==> src/design/mrre_pkg.sv <==
// Shared types and constants for the mask row run extractor.
package mrre_pkg;

  // Largest mask dimension the coordinate fields can carry
  localparam int unsigned MaxDim = 4096;
  // Default cap on instance numbers within one image
  localparam int unsigned MaxInstancesDefault = 256;
  // Result queue depth (power of two)
  localparam int unsigned ResDepth = 4;

  // Field widths
  localparam int unsigned CoordW = 12;
  localparam int unsigned DimW   = 13;
  localparam int unsigned IdW    = 9;
  localparam int unsigned CountW = 16;
  localparam int unsigned LabelW = 32;
  localparam int unsigned PixelW = 8;

  // Configuration register indexes
  localparam logic [1:0] CFG_MASK_WIDTH  = 2'd0;
  localparam logic [1:0] CFG_MASK_HEIGHT = 2'd1;
  localparam logic [1:0] CFG_MAX_BOXES   = 2'd2;

  // Result kinds
  localparam logic RES_BOX   = 1'b0;
  localparam logic RES_COUNT = 1'b1;

  // One result beat
  typedef struct packed {
    logic                     result_type;
    logic [CoordW-1:0]        row;
    logic [CoordW-1:0]        col_start;
    logic [DimW-1:0]          col_end;
    logic signed [LabelW-1:0] box_label;
    logic [IdW-1:0]           instance_id;
    logic [CountW-1:0]        box_count;
    logic                     overflow;
    logic                     last;
  } res_t;

endpackage

==> src/design/mask_row_run_extractor.sv <==
// Top level: per-pixel run tracking of instance masks with a result queue.
// Each result is registered in the result queue before it reaches the master side.
// Throughput: one pixel per cycle; the 4-entry result queue absorbs the pixel that
// gives both a box and the image count, and tready drops while it holds over two.
// Reset clears column, row, run, instance and box counters; width and height
// reset to 1 and the box cap to 0 (no cap below the counter limit).
module mask_row_run_extractor #(
  parameter int unsigned MAX_INSTANCES = mrre_pkg::MaxInstancesDefault
) (
  input  logic        clk_i,
  input  logic        rst_ni,
  // Configuration writes
  input  logic        cfg_valid_i,
  output logic        cfg_ready_o,
  input  logic [1:0]  cfg_index_i,
  input  logic [15:0] cfg_data_i,
  // Pixel stream
  input  logic        s_axis_tvalid,
  output logic        s_axis_tready,
  input  logic [39:0] s_axis_tdata,   // pixel[7:0], label[39:8]
  input  logic        s_axis_tuser,   // last_instance
  // Result stream
  output logic        m_axis_tvalid,
  input  logic        m_axis_tready,
  output logic [95:0] m_axis_tdata,   // row, col_start, col_end, box_label,
                                      // instance_id, box_count, overflow, pad
  output logic        m_axis_tuser,   // result_type
  output logic        m_axis_tlast    // last
);

  localparam int unsigned CoordW = mrre_pkg::CoordW;
  localparam int unsigned DimW   = mrre_pkg::DimW;
  localparam int unsigned CountW = mrre_pkg::CountW;
  localparam int unsigned IdW    = mrre_pkg::IdW;
  localparam int unsigned InstW  = (MAX_INSTANCES > 1) ? $clog2(MAX_INSTANCES) : 1;
  localparam int unsigned LvlW   = $clog2(mrre_pkg::ResDepth + 1);

  // Configuration registers
  logic [DimW-1:0]   mask_width_q, mask_height_q;
  logic [CountW-1:0] max_boxes_q;

  // Tracking state
  logic [CoordW-1:0] column_q, column_d;
  logic [CoordW-1:0] row_q, row_d;
  logic              run_open_q, run_open_d;
  logic [CoordW-1:0] run_begin_q, run_begin_d;
  logic [InstW-1:0]  inst_q, inst_d;
  logic [CountW-1:0] boxes_q, boxes_d;
  logic              dropped_q, dropped_d;

  // Per-pixel decode
  logic                     in_fire, fg, last_inst;
  logic signed [31:0]       label;
  logic [DimW-1:0]          w_eff, h_eff;
  logic [CountW-1:0]        cap;
  logic                     row_end, mask_end;
  logic                     close_mid, close_end, close_any;
  logic                     emit, drop, count_res;
  logic [CoordW-1:0]        begin_col;
  logic [DimW-1:0]          end_col;
  mrre_pkg::res_t           box_res, cnt_res, push0, push1, head;
  logic [1:0]               push_cnt;
  logic                     q_space;
  logic [LvlW-1:0]          q_level;

  assign cfg_ready_o = 1'b1;

  // Capture configuration writes
  always_ff @(posedge clk_i or negedge rst_ni) begin
    if (!rst_ni) begin
      mask_width_q  <= DimW'(1);
      mask_height_q <= DimW'(1);
      max_boxes_q   <= '0;
    end else if (cfg_valid_i) begin
      unique case (cfg_index_i)
        mrre_pkg::CFG_MASK_WIDTH:  mask_width_q  <= cfg_data_i[DimW-1:0];
        mrre_pkg::CFG_MASK_HEIGHT: mask_height_q <= cfg_data_i[DimW-1:0];
        mrre_pkg::CFG_MAX_BOXES:   max_boxes_q   <= cfg_data_i;
        default: ;
      endcase
    end
  end

  // Clamp dimensions into 1..MaxDim and resolve the cap
  always_comb begin
    if (mask_width_q == '0) begin
      w_eff = DimW'(1);
    end else if (mask_width_q > DimW'(mrre_pkg::MaxDim)) begin
      w_eff = DimW'(mrre_pkg::MaxDim);
    end else begin
      w_eff = mask_width_q;
    end
    if (mask_height_q == '0) begin
      h_eff = DimW'(1);
    end else if (mask_height_q > DimW'(mrre_pkg::MaxDim)) begin
      h_eff = DimW'(mrre_pkg::MaxDim);
    end else begin
      h_eff = mask_height_q;
    end
    cap = (max_boxes_q == '0) ? {CountW{1'b1}} : max_boxes_q;
  end

  assign in_fire   = s_axis_tvalid && s_axis_tready;
  assign fg        = (s_axis_tdata[7:0] != 8'd0);
  assign label     = s_axis_tdata[39:8];
  assign last_inst = s_axis_tuser;

  // Run and position decode
  always_comb begin
    row_end   = ({1'b0, column_q} + DimW'(1)) >= w_eff;
    mask_end  = row_end && (({1'b0, row_q} + DimW'(1)) >= h_eff);
    close_mid = !fg && run_open_q;
    close_end = row_end && fg;
    close_any = close_mid || close_end;
    emit      = close_any && (boxes_q < cap);
    drop      = close_any && !emit;
    count_res = mask_end && last_inst;
    begin_col = (fg && !run_open_q) ? column_q : run_begin_q;
    end_col   = close_mid ? {1'b0, column_q} : w_eff;
  end

  // Next tracking state
  always_comb begin
    boxes_d     = boxes_q + CountW'(emit);
    dropped_d   = dropped_q || drop;
    run_open_d  = fg && !row_end;
    run_begin_d = begin_col;
    column_d    = row_end ? '0 : column_q + CoordW'(1);
    row_d       = row_q;
    inst_d      = inst_q;
    if (row_end) begin
      row_d = mask_end ? '0 : row_q + CoordW'(1);
    end
    if (count_res) begin
      inst_d    = '0;
      boxes_d   = '0;
      dropped_d = 1'b0;
    end else if (mask_end && ((32'(inst_q) + 32'd1) < 32'(MAX_INSTANCES))) begin
      inst_d = inst_q + InstW'(1);
    end
  end

  // Hold tracking state between pixel beats
  always_ff @(posedge clk_i or negedge rst_ni) begin
    if (!rst_ni) begin
      column_q    <= '0;
      row_q       <= '0;
      run_open_q  <= 1'b0;
      run_begin_q <= '0;
      inst_q      <= '0;
      boxes_q     <= '0;
      dropped_q   <= 1'b0;
    end else if (in_fire) begin
      column_q    <= column_d;
      row_q       <= row_d;
      run_open_q  <= run_open_d;
      run_begin_q <= run_begin_d;
      inst_q      <= inst_d;
      boxes_q     <= boxes_d;
      dropped_q   <= dropped_d;
    end
  end

  // Build box and count results, box first
  always_comb begin
    box_res             = '0;
    box_res.result_type = mrre_pkg::RES_BOX;
    box_res.row         = row_q;
    box_res.col_start   = begin_col;
    box_res.col_end     = end_col;
    box_res.box_label   = label;
    box_res.instance_id = IdW'(32'(inst_q) + 32'd1);
    box_res.overflow    = dropped_q;
    box_res.last        = !count_res;

    // Count includes a box emitted on this pixel
    cnt_res             = '0;
    cnt_res.result_type = mrre_pkg::RES_COUNT;
    cnt_res.box_count   = boxes_q + CountW'(emit);
    cnt_res.overflow    = dropped_q || drop;
    cnt_res.last        = 1'b1;

    push0    = emit ? box_res : cnt_res;
    push1    = cnt_res;
    push_cnt = 2'd0;
    if (in_fire) begin
      push_cnt = 2'(emit) + 2'(count_res);
    end
  end

  mrre_res_q u_res_q (
    .clk_i      (clk_i),
    .rst_ni     (rst_ni),
    .push_cnt_i (push_cnt),
    .push0_i    (push0),
    .push1_i    (push1),
    .pop_i      (m_axis_tready),
    .head_o     (head),
    .valid_o    (m_axis_tvalid),
    .space_o    (q_space),
    .level_o    (q_level)
  );

  assign s_axis_tready = q_space;
  assign m_axis_tuser  = head.result_type;
  assign m_axis_tlast  = head.last;
  assign m_axis_tdata  = {1'b0, head.overflow, head.box_count, head.instance_id,
                          head.box_label, head.col_end, head.col_start, head.row};

  // An open run always started left of the current column
  assert property (@(posedge clk_i) disable iff (!rst_ni)
    run_open_q |-> (column_q > run_begin_q))
    else $error("open run does not lie left of the column");

  // The image count clears the per-image counters
  assert property (@(posedge clk_i) disable iff (!rst_ni)
    (in_fire && count_res) |=> (boxes_q == '0) && !dropped_q && (inst_q == '0))
    else $error("per-image counters not cleared after count result");

  // The result queue never holds more than its depth
  assert property (@(posedge clk_i) disable iff (!rst_ni)
    q_level <= LvlW'(mrre_pkg::ResDepth))
    else $error("result queue overfilled");

endmodule

==> src/design/mrre_res_q.sv <==
// Result queue: takes up to two results per cycle, hands out one per beat.
module mrre_res_q (
  input  logic                                           clk_i,
  input  logic                                           rst_ni,
  input  logic [1:0]                                     push_cnt_i,
  input  mrre_pkg::res_t                                 push0_i,
  input  mrre_pkg::res_t                                 push1_i,
  input  logic                                           pop_i,
  output mrre_pkg::res_t                                 head_o,
  output logic                                           valid_o,
  output logic                                           space_o,
  output logic [$clog2(mrre_pkg::ResDepth + 1)-1:0]      level_o
);

  localparam int unsigned Depth = mrre_pkg::ResDepth;
  localparam int unsigned PtrW  = $clog2(Depth);
  localparam int unsigned LvlW  = $clog2(Depth + 1);

  mrre_pkg::res_t  ent_q [Depth];
  logic [PtrW-1:0] wr_ptr_q, wr_ptr_d, wr_ptr1;
  logic [PtrW-1:0] rd_ptr_q, rd_ptr_d;
  logic [LvlW-1:0] level_q, level_d;
  logic            do_pop;

  assign do_pop   = pop_i && (level_q != '0);
  assign wr_ptr1  = wr_ptr_q + PtrW'(1);
  assign wr_ptr_d = wr_ptr_q + PtrW'(push_cnt_i);
  assign rd_ptr_d = rd_ptr_q + PtrW'(do_pop);
  assign level_d  = level_q + LvlW'(push_cnt_i) - LvlW'(do_pop);

  // Advance pointers and fill level
  always_ff @(posedge clk_i or negedge rst_ni) begin
    if (!rst_ni) begin
      wr_ptr_q <= '0;
      rd_ptr_q <= '0;
      level_q  <= '0;
    end else begin
      wr_ptr_q <= wr_ptr_d;
      rd_ptr_q <= rd_ptr_d;
      level_q  <= level_d;
    end
  end

  // Store pushed results in order
  always_ff @(posedge clk_i) begin
    if (push_cnt_i != 2'd0) begin
      ent_q[wr_ptr_q] <= push0_i;
    end
    if (push_cnt_i == 2'd2) begin
      ent_q[wr_ptr1] <= push1_i;
    end
  end

  assign head_o  = ent_q[rd_ptr_q];
  assign valid_o = (level_q != '0);
  assign space_o = (level_q <= LvlW'(Depth - 2));
  assign level_o = level_q;

endmodule
==> config.mk <==
export PLATFORM = sky130hd
export DESIGN_NAME = mask_row_run_extractor
export DESIGN_NICKNAME = d
export VERILOG_FILES = /design/src/design/mrre_pkg.sv /design/src/design/mask_row_run_extractor.sv /design/src/design/mrre_res_q.sv
export SDC_FILE = /design/constraint.sdc
export NUM_CORES = 1
export LEC_CHECK = 0
export BUFFER_PORTS_ARGS = -buffer_cell sky130_fd_sc_hd__buf_2
export CORE_MARGIN = 2
export CORE_UTILIZATION = 50
export DETAILED_ROUTE_END_ITERATION = 8
export PLACE_DENSITY = 0.78
export SETUP_SLACK_MARGIN = 0.1
export SYNTH_ARGS = -nofsm -noshare
export SYNTH_HDL_FRONTEND = slang
export SYNTH_SLANG_ARGS = --single-unit
==> constraint.sdc <==
create_clock -name clk_i -period 5.9 [get_ports clk_i]
set_input_delay 0.885 -clock clk_i [delete_from_list [all_inputs] [get_ports clk_i]]
set_output_delay 0.885 -clock clk_i [all_outputs]
set_load 0.005 [all_outputs]
[Word level (Yosys, flattened, before mapping)]
Memory sizes are Yosys's and may differ from the RTL's.
Cells that the tools add are included.
Storage, ports and cells
  bits in registers: 111
  latch bits: 0
  memory bits (writable): 388
  bits in read-only memories: 0
  input bits: 64
  memories: 1
Memories
  u_res_q.ent_q: depth 4, width 97, rd ports 1, clocked after memory_dff 0, wr ports 2, line mrre_res_q.sv:19  | mrre_pkg::res_t ent_q [Depth];
Operators by class
  $add $sub $neg: 13
  multiply operators: 0
  divide/modulo/power cells: 0
  order comparisons: 7
  equal/unequal tests: 3
  shift operators: 0
  multiplexer cells: 19
  bitwise gates (word level): 0
  reduce and logical (&&, ||, !) cells: 31
Operator list (number)
  $mux W97: 1
  $mux W13: 5
  $mux W12: 3
  $lt A32 B9 Y1 const B: 1
  $mux W16: 2
  $add A12 B1 Y13 const B: 2
  $ge A13 B13 Y1: 2
  $gt A13 B13 Y1 const B: 2
  $logic_not A13 Y1: 2
  $add A12 B1 Y12 const B: 2
  $add A16 B1 Y16: 1
  $logic_not A16 Y1: 1
  $lt A16 B16 Y1: 1
  $mux W8: 2
  $logic_and A1 B1 Y1: 11
  $reduce_and A2 Y1: 5
  $add A8 B1 Y9 const B: 1
  $add A8 B1 Y8 const B: 1
  $reduce_bool A8 Y1: 1
  $logic_not A1 Y1: 5
  $mux W1: 5
  $eq A2 B2 Y1 const B: 2
  $reduce_bool A2 Y1: 2
  $add A3 B2 Y3: 1
  other kinds (11): 12

[Longest topological paths before layout]
Gate-level depths: netlist of the first run.
  word-level depth: 12
  mapped depth: 24

[By module]
A second synthesis of the first run with hierarchy kept.
Unflattened totals
  cell total of the unflattened synthesis: 1763
  area, all modules: 26304.0 um^2
Modules (own cells, without submodules)
  mrre_res_q: instances 1, cells each 978, area each 19004.5 um^2, seq. area each 11826.3 um^2
  mask_row_run_extractor: instances 1, cells each 785, area each 7299.5 um^2, seq. area each 2605.0 um^2

[Worst setup path before layout of the first run]
OpenSTA, ideal clock, no wires.
  kind: register to register
  start point: register row_q[0]
  end point: memory u_res_q.ent_q[3][0] (netlist name)
  setup time: 0.117 ns
  data arrival time: 5.264 ns
  data required time: 5.783 ns
  path slack: 0.518 ns
  cell stages (with the launch flop): 20
  path buffers: 4
  clock period less this slack: 5.382 ns
  cell sequence: dfrtp_1 ha_1 and3_1 and3_1 and3_1 and3_1 ha_1 nand4_1 o41ai_1 and2_1 buf_2 buf_2 ha_1 clkbuf_1 o21ai_0 nor2_1 nor2_1 clkbuf_1 inv_1 o22a_1
RTL lines
  start, declared: line mask_row_run_extractor.sv:44  | logic [CoordW-1:0] row_q, row_d;
  start signal, assigned: line mask_row_run_extractor.sv:155  | row_q <= row_d;
  end, declared: line mrre_res_q.sv:19

==> results by group, run 1 <==
Run status
  – Outcome: completed

Drt
  – Drt initial violations: 1194
  – Metal3 WL: 4.00 mm
  – DRT Pass-1 Iters: 5
  – DRC: 0
  – Max Used Layer: met5
  – Routed vias: 15400
  – M1 WL: 22.1 mm
  – Final ANT Viol Nets: 0
  – Post-Route WL: 53.6 mm
  – Metal2 WL: 25.9 mm
  – Vias/cell: 6.18
  – WL/cell: 21.5 um

GRT
  – Total gr overflow: 0
  – Initial antenna violation count: 10
  – Largest net degree at the start of global routing: 80
  – GR Util All Layers: 0.244
  – Number of global-route vias before repair: 15600
  – First-pass GRT wire length: 85.0 mm

CTS
  – Root buf cell: clkbuf_16
  – Clk buf depth: 3
  – Worst-path clk slew: 0.06 ns
  – Gates resized, CTS repair: 0
  – CTS sink cnt: 499
  – CTS Buf Count: 50
  – CTS tree: built
  – Skew-Pair Late Insertion Delay: 0.59 ns
  – Hold buffer count at cts: 0
  – Post-CTS Setup Inserts: 0
  – Htree depth: 2

Power
  – P_int: 6.31 mW
  – Psw: 2.40 mW
  – Cell Pwr Density: 362 mW/mm^2
  – Clock power share: 0.380
  – Static Leak: 9.62 nW
  – Switch share: 0.275
  – Logic pwr share: 0.166
  – Reg power frac: 0.454
  – Worst vdd ir: 0.247 mV

Critical path
  – Worst-path cell chain: ha_1, nand3_1, nor3_1, and4_1, xnor2_1, ha_1, a21oi_1, o21ai_1, a211o_1, a21o_1, nand2_1, nor2_1, ha_1, o21ai_1, nor2_1, nor2_4, buf_6, buf_4, nand2_1, o21ai_0
  – Number of cells on the worst reg-to-reg path: 20
  – Reg2reg start: column_q[0]$_DFFE_PN0P_
  – Max stage delay on crit path: 0.48 ns
  – Critical path peak fanout: 50
  – CP endpoint kind: flip-flop
  – Crit path capture: u_res_q.ent_q[2][82]$_SDFFE_PP0P_
  – Data required, critical path: 6.40 ns
  – Worst Path Arrival: 5.90 ns
  – Critical Path Source: column_q[0]$_DFFE_PN0P_
  – Critical path class: flip-flop to flip-flop
  – R2r setup slk: 0.50 ns
  – CP max stage cell: dfrtp_1
  – Startpoint Class: flip-flop
  – Worst R2R End: u_res_q.ent_q[2][82]$_SDFFE_PP0P_
  – CP dominant cell by count: ha_1

Cells and area
  – Fillers: 3341
  – Layout cells sized above 1: 0.224
  – NumNets Final: 2021
  – Layout Utilization: 0.575
  – Area Growth Syn to Fin: 14.1%
  – Commonest non-fill, non-tap cell in the layout: dfxtp_1
  – Most frequent cells in the layout: dfxtp_1, nand2_1, a22o_1, buf_2, o21ai_0

Worst hold path
  – HP Class: input port to asynchronous set/reset pin

Place
  – Detail Placement HPWL: 33.9 mm
  – PortBufs: 162
  – GPL Wtd Cong: 0.874

STA
  – RSZ-0062 raised after global routing: no
  – Setup violators final: 0
  – Final max-slew violation count: 0
  – Worst Clk Skew: 0.0159 ns
  – Sum Neg Setup Slack: 0 ns
  – Final Critical Period: 5.40 ns
  – Worst Tran Pin Value: 1.08 ns
  – Max Fclk: 0.185 GHz
  – Fin. Hold Viols: 0
  – Slew margin rel.: 0.275
  – Period utilization: 0.916

Synthesis
  – Cells after Synth: 1806
  – Mapped Area: 0.0211 mm^2
  – Syn_area_per_cell: 11.7 um^2
  – Synth Register Bits: 499
  – Yosys Warn Count: 0
  – Ys flop type: dfxtp_1
  – Syn_nets: 1924
  – Post-synthesis sequential area ratio: 0.533
  – Post-synth cell types: 53
  – Post-synth EDFFs: 68
  – Share of synthesized flip-flops with an asynchronous set or reset: 0.222

Die
  – Total die area: 0.0438 mm^2
  – Initial Utilization: 0.504
  – Die Y: 209 um
  – Row cnt: 75
  – Core area: 0.0418 mm^2
  – I/O Pins: 165
  – Horiz. Die Dim: 209 um

Job
  – Max-cap violation count: 0
## per-stage QoR
stage               hold WS [ns]  setup WS, ns  cells  power (mW)  cell area [um^2]
detailed placement         0.438         0.177   2390        5.47             22300
CTS                        0.439         0.132   2484        8.74             24000
global route               0.469         0.161   2487        9.04             24000
floorplan                  0.420         0.518   1806        4.96             21100
finish                     0.409         0.496   2490        8.70             24000
global placement           0.428         0.403   2390        5.42             22300
## worst min-delay path by stage
stage,to,cells after the start
2_1_floorplan,u_res_q.ent_q[1][62]$_SDFFE_PP0P_,2
3_3_place_gp,u_res_q.ent_q[1][18]$_SDFFE_PP0P_,2
3_5_place_dp,u_res_q.ent_q[1][68]$_SDFFE_PP0P_,2
4_1_cts,run_begin_q[6]$_DFFE_PN0P_,1
5_1_grt,u_res_q.ent_q[1][68]$_SDFFE_PP0P_,2
6_report,column_q[9]$_DFFE_PN0P_,1
## cell type report
cell class                 instances  area [um^2]  share of cell area
antenna                            6         15.0            0.000625
clock inverter                    15          185             0.00771
multi-input combinational       1141         9180               0.382
inverter                          25         93.8             0.00391
timing repair buffer             186         1070              0.0446
tap                              539          674              0.0281
sequential                       499        11200               0.468
clock buffer                      79         1560              0.0648
## synth_stat cells (4+ instances only)
library cell	n	area share
a21o_1	7	0.0025
mux2_2	55	0.029
xor2_1	23	0.0096
a22o_1	199	0.083
inv_1	25	0.0045
nor3_1	14	0.0033
ha_1	53	0.031
edfxtp_1	68	0.097
buf_1	17	0.0030
buf_4	10	0.0036
a21oi_1	79	0.019
o21ai_0	116	0.028
a31oi_1	15	0.0045
mux2i_1	12	0.0057
nor2b_1	4	0.0012
o31ai_1	19	0.0068
dfrtp_1	109	0.13
nand2b_1	4	0.0012
and3_1	18	0.0053
nand3_1	22	0.0052
mux4_2	97	0.10
nand3b_1	5	0.0018
clkbuf_1	89	0.016
nor2_1	60	0.011
dfxtp_1	320	0.30
a21boi_0	4	0.0014
nand2_1	207	0.037
nor4_1	10	0.0030
and2_1	6	0.0018
buf_2	25	0.0059
o21ai_1	38	0.0090
xnor2_1	22	0.0092
or3_1	8	0.0024
a32o_1	14	0.0067
## registers in the layout, summed over array words and instances (netlist names)
name / cells
dropped_q: 1
max_boxes_q: 16
mask_width_q: 13
mask_height_q: 13
column_q: 12
run_open_q: 1
boxes_q: 16
row_q: 12
inst_q: 8
u_res_q.wr_ptr_q: 2
u_res_q.level_o: 3
run_begin_q: 12
u_res_q.rd_ptr_q: 2
u_res_q.ent_q: 388
## routing by layer
layer	global-route usage	up-vias
met5	0	-
met4	0.0808	8
met3	0.0592	107
met2	0.406	587
met1	0.314	7750
li1	-	6931
## power groups by stage
| stage | clock network, mW | registers [mW] | logic, mW |
|---|---|---|---|
| finish | 3.31 | 3.95 | 1.44 |
| global placement | 0 | 4.01 | 1.41 |
| CTS | 3.34 | 3.95 | 1.45 |
| floorplan | 0 | 3.78 | 1.17 |
| global route | 3.47 | 3.99 | 1.58 |
| detailed placement | 0 | 4.02 | 1.45 |
## worst max-delay path, delay by kind of cell, from the launching register on
kind	cells	cell delay (ns)
simple gates	8	1.53
compound gates	6	1.24
fa+ha+maj	3	0.96
buf+inv	2	0.85
flops	1	0.48
xor+xnor	1	0.16
## cell families (layout without fill, tap and decap cells)
logic type / Yosys count / count (layout) / share of synthesized area
AOI/OAI and AO/OA: 505 / 505 / 0.166
xor gates and xnor gates: 45 / 45 / 0.0187
adders and majority gates: 54 / 54 / 0.0324
buffers and inverters: 166 / 305 / 0.0329
DFF: 499 / 499 / 0.533
muxes: 164 / 164 / 0.139
other: 2 / 8 / 0.000357
and+or+nand+nor: 371 / 371 / 0.0777
No activity file was read; power rests on OpenSTA's default activity.
==> run 2, diff against run 1 <==
--- a/config.mk
+++ b/config.mk
@@ -5,6 +5,7 @@
 export SDC_FILE = /design/constraint.sdc
 export NUM_CORES = 1
 export LEC_CHECK = 0
+export ABC_AREA = 1
 export BUFFER_PORTS_ARGS = -buffer_cell sky130_fd_sc_hd__buf_2
 export CORE_MARGIN = 2
 export CORE_UTILIZATION = 50
==> run 2 against run 1 <==
Effect of this change:
- register-to-register slack is essentially flat
- critical path depth grew 5
- cell area grew 12%
- synthesized cell count grew 72%
- hold slack lost 0.061 ns
- maximum frequency is essentially flat
- first-iteration DRC count grew 59%
- combinational power grew to 4.2 times the previous value
- sequential share of layout area shrank 5.0 points
- wire length grew 20%
- flip-flop and latch count is the same
- global-route usage grew 0.87 points
==> results by group, run 2 <==
STA
  – Fin. Hold Viols: 0 (unchanged)
  – Max Fclk: 0.185 GHz (about the same)
  – Setup violators final: 0 (unchanged)
  – Worst Tran Pin Value: 1.16 ns (+0.0800 ns)
  – Sum Neg Setup Slack: 0 ns (unchanged)
  – RSZ-0062 raised after global routing: no
  – Slew margin rel.: 0.225 (-0.0502)
  – WHS: 0.349 ns (-0.0607 ns)
  – Final Critical Period: 5.41 ns (+0.00484 ns)
  – Final max-slew violation count: 0 (unchanged)
  – Final setup margin: 0.492 ns (-0.00484 ns)
  – Period utilization: 0.917 (about the same)
  – Worst Clk Skew: 0.0198 ns (+0.00384 ns)

CTS
  – Worst-path clk slew: 0.05 ns (about the same)
  – CTS Buf Count: 51 (+2.0%)
  – CTS sink cnt: 499 (unchanged)
  – Hold buffer count at cts: 0 (unchanged)
  – Root buf cell: clkbuf_16
  – CTS tree: built
  – Skew-Pair Late Insertion Delay: 0.59 ns (about the same)
  – Clk buf depth: 3 (unchanged)
  – Htree depth: 2 (unchanged)

Synthesis
  – Post-synth EDFFs: 68 (unchanged)
  – Synth Register Bits: 499 (unchanged)
  – Post-synth top area share: 0.265 (-0.0392)
  – Post-synth cell types: 45 (-15%)
  – Post-synthesis sequential area ratio: 0.465 (-0.0686)
  – Top post-synthesis cells by area: dfxtp_1, dfrtp_1, o21bai_1
  – Yosys Warn Count: 0 (unchanged)
  – Ys flop type: dfxtp_1
  – Cells after Synth: 3098 (+72%)
  – Count leader, synth: inv_1
  – Syn_nets: 3216 (+67%)
  – Share of synthesized flip-flops with an asynchronous set or reset: 0.222 (unchanged)
  – Mapped Area: 0.0242 mm^2 (+15%)
  – Area leader, netlist: dfxtp_1
  – Syn_area_per_cell: 7.80 um^2 (-33%)
  – Most instantiated cells after synthesis: inv_1, nor2_1, nand2_1

Cells and area
  – Area Growth Syn to Fin: 11.3%
  – NumNets Final: 3270 (+62%)
  – Most frequent cells in the layout: inv_1, nor2_1, nand2_1, dfxtp_1, o21bai_1
  – Reg with most FFs: u_res_q.ent_q
  – Post-route non-filler standard cell count: 3806 (+53%)
  – Layout cells sized above 1: 0.0928 (-0.131)
  – Max FFs per register: 388 (unchanged)
  – Commonest non-fill, non-tap cell in the layout: inv_1
  – Antenna fix cells: 0 (-6)
  – Top Registers: u_res_q.ent_q: 388 flops, boxes_q: 16 flops, max_boxes_q: 16 flops
  – Finished Cell Area: 0.0269 mm^2 (+12%)

Die
  – Row cnt: 80 (+6.7%)
  – Initial Utilization: 0.506 (+0.00192)
  – Total die area: 0.0501 mm^2 (+14%)
  – Core area: 0.0477 mm^2 (+14%)
  – Horiz. Die Dim: 224 um (+7.0%)
  – I/O Pins: 165 (unchanged)
  – Die Y: 224 um (+7.0%)

Job
  – Max-cap violation count: 0 (unchanged)

GRT
  – GR Util All Layers: 0.253 (+0.00871)
  – First-pass GRT wire length: 103 mm (+21%)
  – Largest net degree at the start of global routing: 199 (+150%)
  – Total gr overflow: 0 (unchanged)
  – Initial antenna violation count: 0 (-10)
  – Number of global-route vias before repair: 19700 (+26%)

Critical path
  – Worst R2R End: u_res_q.ent_q[0][5]$_DFFE_PP_
  – Reg2reg start: column_q[2]$_DFFE_PN0P_
  – Critical Path Source: column_q[2]$_DFFE_PN0P_
  – Number of cells on the worst reg-to-reg path: 25 (+25%)
  – Startpoint Class: flip-flop
  – CP endpoint kind: flip-flop
  – Critical path peak fanout: 19 (-62%)
  – Worst Path Arrival: 5.72 ns (-0.18 ns)
  – R2r setup slk: 0.49 ns (about the same)
  – Critical path class: flip-flop to flip-flop
  – Crit path capture: u_res_q.ent_q[0][5]$_DFFE_PP_
  – Data required, critical path: 6.21 ns (-0.19 ns)

Power
  – Worst vdd ir: 0.458 mV (+85%)
  – Cell Pwr Density: 545 mW/mm^2 (+50%)
  – Static Leak: 12.7 nW (+32%)

Worst hold path
  – HP Class: input port to asynchronous set/reset pin

Drt
  – Vias/cell: 5.48 (-11%)
  – DRC: 0 (unchanged)
  – Drt initial violations: 1898 (+59%)
  – Final ANT Viol Nets: 0 (unchanged)
  – Routed vias: 20800 (+36%)
  – WL/cell: 16.9 um (-21%)
  – DRT Pass-1 Iters: 5 (unchanged)
  – Post-Route WL: 64.4 mm (+20%)

Place
  – Post-DP Area: 0.0253 mm^2 (+14%)
  – PortBufs: 162 (unchanged)
  – Detail Placement HPWL: 38.5 mm (+14%)
  – Placed Cells: 3714 (+55%)
  – Pre-CTS setup slack: 0.514 ns (+0.337 ns)
  – GPL Wtd Cong: 0.903 (+3.3%)

Run status
  – Outcome: completed
## run 2: cell types whose count changed after synthesis, moves of 87 or more
cell / change
o21bai_1: +312
nand4_1: +87
a22o_1: -199
inv_1: +417
mux4_2: -97
a21oi_1: +178
nor2_1: +378
nand2_1: +187
## run 2: cell type report
type / instances / area [um^2]
inverter: 447 / 1690
timing repair buffer: 189 / 1100
tap: 615 / 769
multi-input combinational: 1964 / 10500
fill: 4300 / 20800
sequential: 499 / 11200
clock buffer: 78 / 1480
clock inverter: 14 / 133
## run 2: critical path, cell delays in order, from the launching register on
cell	delay, ns
dfrtp_1	0.37
inv_1	0.08
nor3_1	0.30
nand3_1	0.16
nor2_1	0.20
nand2_1	0.12
nor3_1	0.21
xor2_1	0.26
ha_1	0.28
nand2_1	0.08
o21ai_0	0.09
a21oi_1	0.21
nand3_2	0.29
nand2_1	0.21
inv_1	0.06
nand2_1	0.19
inv_1	0.07
ha_1	0.30
inv_1	0.06
nor2_1	0.07
nor2_1	0.23
inv_2	0.11
nand2_4	0.26
nand2_4	0.23
nand2_1	0.59
nor2_1	0.10
## run 2: repair_timing
item                                    in CTS  in global routing
endpoints found under the setup margin       0                 51
resized for setup                            0                  1
setup buffers                                0                  0
## run 2: cell families (layout without fill, tap and decap cells)
kind of cell               after synthesis  in the layout  share of synthesized area
muxes                                    4              4                    0.00181
and+or+nand+nor                       1031           1031                      0.177
xor gates and xnor gates                41             41                     0.0149
other                                    2              2                   0.000311
AOI/OAI and AO/OA                      832            832                      0.209
DFF                                    499            499                      0.465
buffers and inverters                  635            728                      0.104
adders and majority gates               54             54                     0.0283
## run 2: layer usage
metal | global-route usage | wire length, um | share of wire | vias up
met5 | 0 | 0 | 0 | -
met4 | 0.0968 | 2140 | 0.033 | 0
met3 | 0.0407 | 4780 | 0.074 | 143
met2 | 0.414 | 29700 | 0.46 | 835
met1 | 0.337 | 27800 | 0.43 | 9676
li1 | - | - | - | 10200
## run 2: power by group
| group | internal [mW] | switching [mW] | total (mW) |
|---|---|---|---|
| Clock | 1.81 | 1.35 | 3.16 |
| Sequential | 4.72 | 0.725 | 5.45 |
| Combinational | 2.44 | 3.61 | 6.05 |
| Total | 8.97 | 5.68 | 14.7 |
## run 2: worst min-delay path by stage
stage	start	to	slack [ns]	cells after the start
2_1_floorplan	u_res_q.ent_q[0][96]$_SDFFE_PP1P_	u_res_q.ent_q[0][96]$_SDFFE_PP1P_	0.43	2
3_3_place_gp	u_res_q.ent_q[0][96]$_SDFFE_PP1P_	u_res_q.ent_q[0][96]$_SDFFE_PP1P_	0.44	2
3_5_place_dp	u_res_q.ent_q[0][96]$_SDFFE_PP1P_	u_res_q.ent_q[0][96]$_SDFFE_PP1P_	0.44	2
4_1_cts	rst_ni	run_begin_q[0]$_DFFE_PN0P_	0.38	1
5_1_grt	rst_ni	column_q[1]$_DFFE_PN0P_	0.41	1
6_report	rst_ni	run_begin_q[2]$_DFFE_PN0P_	0.35	1
## run 2: metrics by stage
step                power (mW)  utilization
finish                    14.7        0.563
global route              15.7        0.563
CTS                       14.7        0.563
detailed placement        11.5        0.530
global placement          11.3        0.530
floorplan                 9.52            -
==> run 3, diff against run 2 <==
--- a/config.mk
+++ b/config.mk
@@ -7,7 +7,6 @@
 export LEC_CHECK = 0
 export ABC_AREA = 1
 export BUFFER_PORTS_ARGS = -buffer_cell sky130_fd_sc_hd__buf_2
-export CORE_MARGIN = 2
 export CORE_UTILIZATION = 50
 export DETAILED_ROUTE_END_ITERATION = 8
 export PLACE_DENSITY = 0.78
==> constraint.sdc (replaced) <==
create_clock -name clk_i -period 5.9 [get_ports clk_i]
set_input_delay 0.59 -clock clk_i [delete_from_list [all_inputs] [get_ports clk_i]]
set_output_delay 0.59 -clock clk_i [all_outputs]
set_load 0.005 [all_outputs]
==> run 3 against run 2 <==
Effect of this change:
- sequential power hardly changed
- non-clock buffer count is 3 higher
- clock power is 6.6% higher
- register-to-register slack better by 0.18 ns
- die area is 1.8% lower
- power is 1.2% higher
- via count is 0.91% lower
- worst setup slack better by 0.18 ns
- critical path depth is 2 higher
- cell area is 0.80% higher
- combinational power is 1% lower
- clock-buffer cell count is 5 higher
- largest cell class unchanged
- largest power group unchanged
==> results by group, run 3 (same netlist as run 2, synthesis figures left out) <==
GRT
  – Largest net degree at the start of global routing: 225 (+13%)
  – Number of global-route vias before repair: 20000 (+1.1%)
  – GR Util All Layers: 0.259 (+0.00613)
  – Initial antenna violation count: 0 (unchanged)
  – Total gr overflow: 0 (unchanged)
  – First-pass GRT wire length: 104 mm (+0.72%)

Power
  – Cell Pwr Density: 547 mW/mm^2 (+0.38%)
  – Psw: 5.68 mW (about the same)
  – Static Leak: 12.8 nW (+0.82%)
  – Switch share: 0.383 (-0.00461)
  – Worst vdd ir: 0.324 mV (-29%)
  – Reg power frac: 0.368 (-0.004)
  – Logic pwr share: 0.404 (-0.009)
  – Clock power share: 0.227 (+0.011)
  – P_int: 9.14 mW (+1.9%)

Die
  – Horiz. Die Dim: 222 um (-0.89%)
  – I/O Pins: 165 (unchanged)
  – Total die area: 0.0492 mm^2 (-1.8%)
  – Row cnt: 80 (unchanged)
  – Die Y: 222 um (-0.89%)
  – Initial Utilization: 0.506 (unchanged)
  – Core area: 0.0477 mm^2 (unchanged)

Cells and area
  – Antenna fix cells: 0 (unchanged)
  – NumNets Final: 3275 (+0.15%)
  – Commonest non-fill, non-tap cell in the layout: inv_1
  – Top Registers: u_res_q.ent_q: 388 flops, boxes_q: 16 flops, max_boxes_q: 16 flops
  – Max FFs per register: 388 (unchanged)
  – Most frequent cells in the layout: inv_1, nor2_1, nand2_1, dfxtp_1, o21bai_1
  – Area Growth Syn to Fin: 12.2%
  – Reg with most FFs: u_res_q.ent_q
  – Layout cells sized above 1: 0.0969 (+0.00411)

Drt
  – Drt initial violations: 1855 (-2.3%)
  – Final ANT Viol Nets: 0 (unchanged)
  – WL/cell: 16.7 um (-1.3%)
  – Post-Route WL: 63.7 mm (-1.0%)
  – Vias/cell: 5.41 (-1.1%)
  – DRT Pass-1 Iters: 8 (+3)
  – DRC: 0 (unchanged)
  – Routed vias: 20700 (-0.91%)

Critical path
  – Worst Path Arrival: 5.69 ns (-0.03 ns)
  – Startpoint Class: flip-flop
  – Data required, critical path: 6.36 ns (+0.15 ns)
  – Critical path class: flip-flop to flip-flop
  – Critical path peak fanout: 37 (+18)
  – CP endpoint kind: flip-flop

STA
  – Max Fclk: 0.191 GHz (+3.4%)
  – WHS: 0.0424 ns (-0.306 ns)
  – Final Critical Period: 5.23 ns (-0.178 ns)
  – Worst Clk Skew: 0.0323 ns (+0.0126 ns)
  – Sum Neg Setup Slack: 0 ns (unchanged)
  – Setup violators final: 0 (unchanged)
  – Worst Tran Pin Value: 1.27 ns (+0.104 ns)
  – Final max-slew violation count: 0 (unchanged)
  – Final setup margin: 0.669 ns (+0.178 ns)
  – Period utilization: 0.887 (-0.0301)
  – Fin. Hold Viols: 0 (unchanged)
  – Slew margin rel.: 0.155 (-0.0697)
  – RSZ-0062 raised after global routing: no

CTS
  – Htree depth: 2 (unchanged)
  – CTS sink cnt: 499 (unchanged)
  – Skew-Pair Late Insertion Delay: 0.61 ns (+0.02 ns)
  – CTS Buf Count: 53 (+3.9%)
  – Worst-path clk slew: 0.06 ns (about the same)
  – Clk buf depth: 3 (unchanged)
  – CTS tree: built
  – Root buf cell: clkbuf_16

Place
  – Pre-CTS setup slack: 0.757 ns (+0.243 ns)
  – GPL Wtd Cong: 0.860 (-4.8%)
  – Detail Placement HPWL: 37.6 mm (-2.3%)
  – PortBufs: 162 (unchanged)

Run status
  – Outcome: completed

Worst hold path
  – HP Class: input port to asynchronous set/reset pin

Job
  – Max-cap violation count: 0 (unchanged)
## run 3: cell count changes in the layout (fill, tap and decap cells not counted), sizes merged
| cell | change |
|---|---|
| buf | +3 |
| clkinv | +1 |
| clkinvlp | +1 |
| inv | -1 |
| clkbuf | +5 |
## run 3: routing by layer
metal	GRT usage	wire, um	vias up
met4	0.0957	1880	0
met5	0	0	-
li1	-	-	10200
met1	0.341	27900	9601
met2	0.432	29500	743
met3	0.0374	4410	110
## run 3: area by class of cell
cell class,count,area [um^2]
Timing Repair Buffer,192,1150
Multi-Input combinational cell,1964,10500
Sequential cell,499,11200
Clock buffer,83,1630
Clock inverter,15,153
Fill cell,4283,20600
Tap cell,615,769
Inverter,447,1690
## run 3: stage by stage
step	power, mW	util	std cells	cell area (um^2)
floorplan	9.52	-	3098	24200
global placement	11.3	0.531	3717	25300
detailed placement	11.4	0.531	3717	25300
CTS	14.8	0.568	3815	27100
global route	15.9	0.568	3815	27100
finish	14.8	0.568	3815	27100
## run 3: timing repair
action                                 4_1_cts  5_1_grt
hold buffers                                 0        0
gates resized for setup                      0        1
setup endpoints to repair                    0        1
endpoints found under the hold margin        0        0
buffers inserted                             0        0
## run 3: power by group through the flow
stage	clock, mW	combinational, mW	sequential, mW
floorplan	0	4.28	5.24
global placement	0	5.83	5.45
detailed placement	0	5.93	5.50
CTS	3.40	5.99	5.44
global route	3.54	6.77	5.61
finish	3.37	5.99	5.46
## run 3: critical path, stage by stage (launching register included)
cell	delay [ns]
dfrtp_1	0.40
inv_1	0.09
nor3_1	0.32
nand3_1	0.18
nor2_1	0.19
nand2_1	0.11
nor3_1	0.20
xor2_1	0.23
ha_1	0.27
nand2_1	0.08
o21ai_0	0.09
a21oi_1	0.19
nand3_2	0.14
buf_4	0.19
nand2_1	0.09
inv_1	0.04
nand2_1	0.20
inv_1	0.07
ha_1	0.31
inv_1	0.05
nor2_1	0.20
nor2_1	0.13
inv_2	0.14
nand2_4	0.19
nand2_4	0.44
buf_12	0.30
nor2_1	0.07
o21bai_1	0.15
## run 3: path summary, 6_finish.rpt
kind                                                         from                           endpoint  slack [ns]  cells after the start
worst min register to register  u_res_q.ent_q[0][96]$_SDFFE_PP1P_  u_res_q.ent_q[0][96]$_SDFFE_PP1P_        0.46                      2
worst max register to register            column_q[2]$_DFFE_PN0P_  u_res_q.ent_q[2][32]$_SDFFE_PP0P_        0.67                     27
worst max-delay path                      column_q[2]$_DFFE_PN0P_  u_res_q.ent_q[2][32]$_SDFFE_PP0P_        0.67                     27
min in group clk_i                                 cfg_data_i[13]        max_boxes_q[13]$_DFFE_PN0P_        0.23                      2
max in group asynchronous                                  rst_ni      u_res_q.rd_ptr_q[0]$_DFF_PN0_        4.45                      2
worst min-delay path                                       rst_ni         run_begin_q[1]$_DFFE_PN0P_        0.04                      1
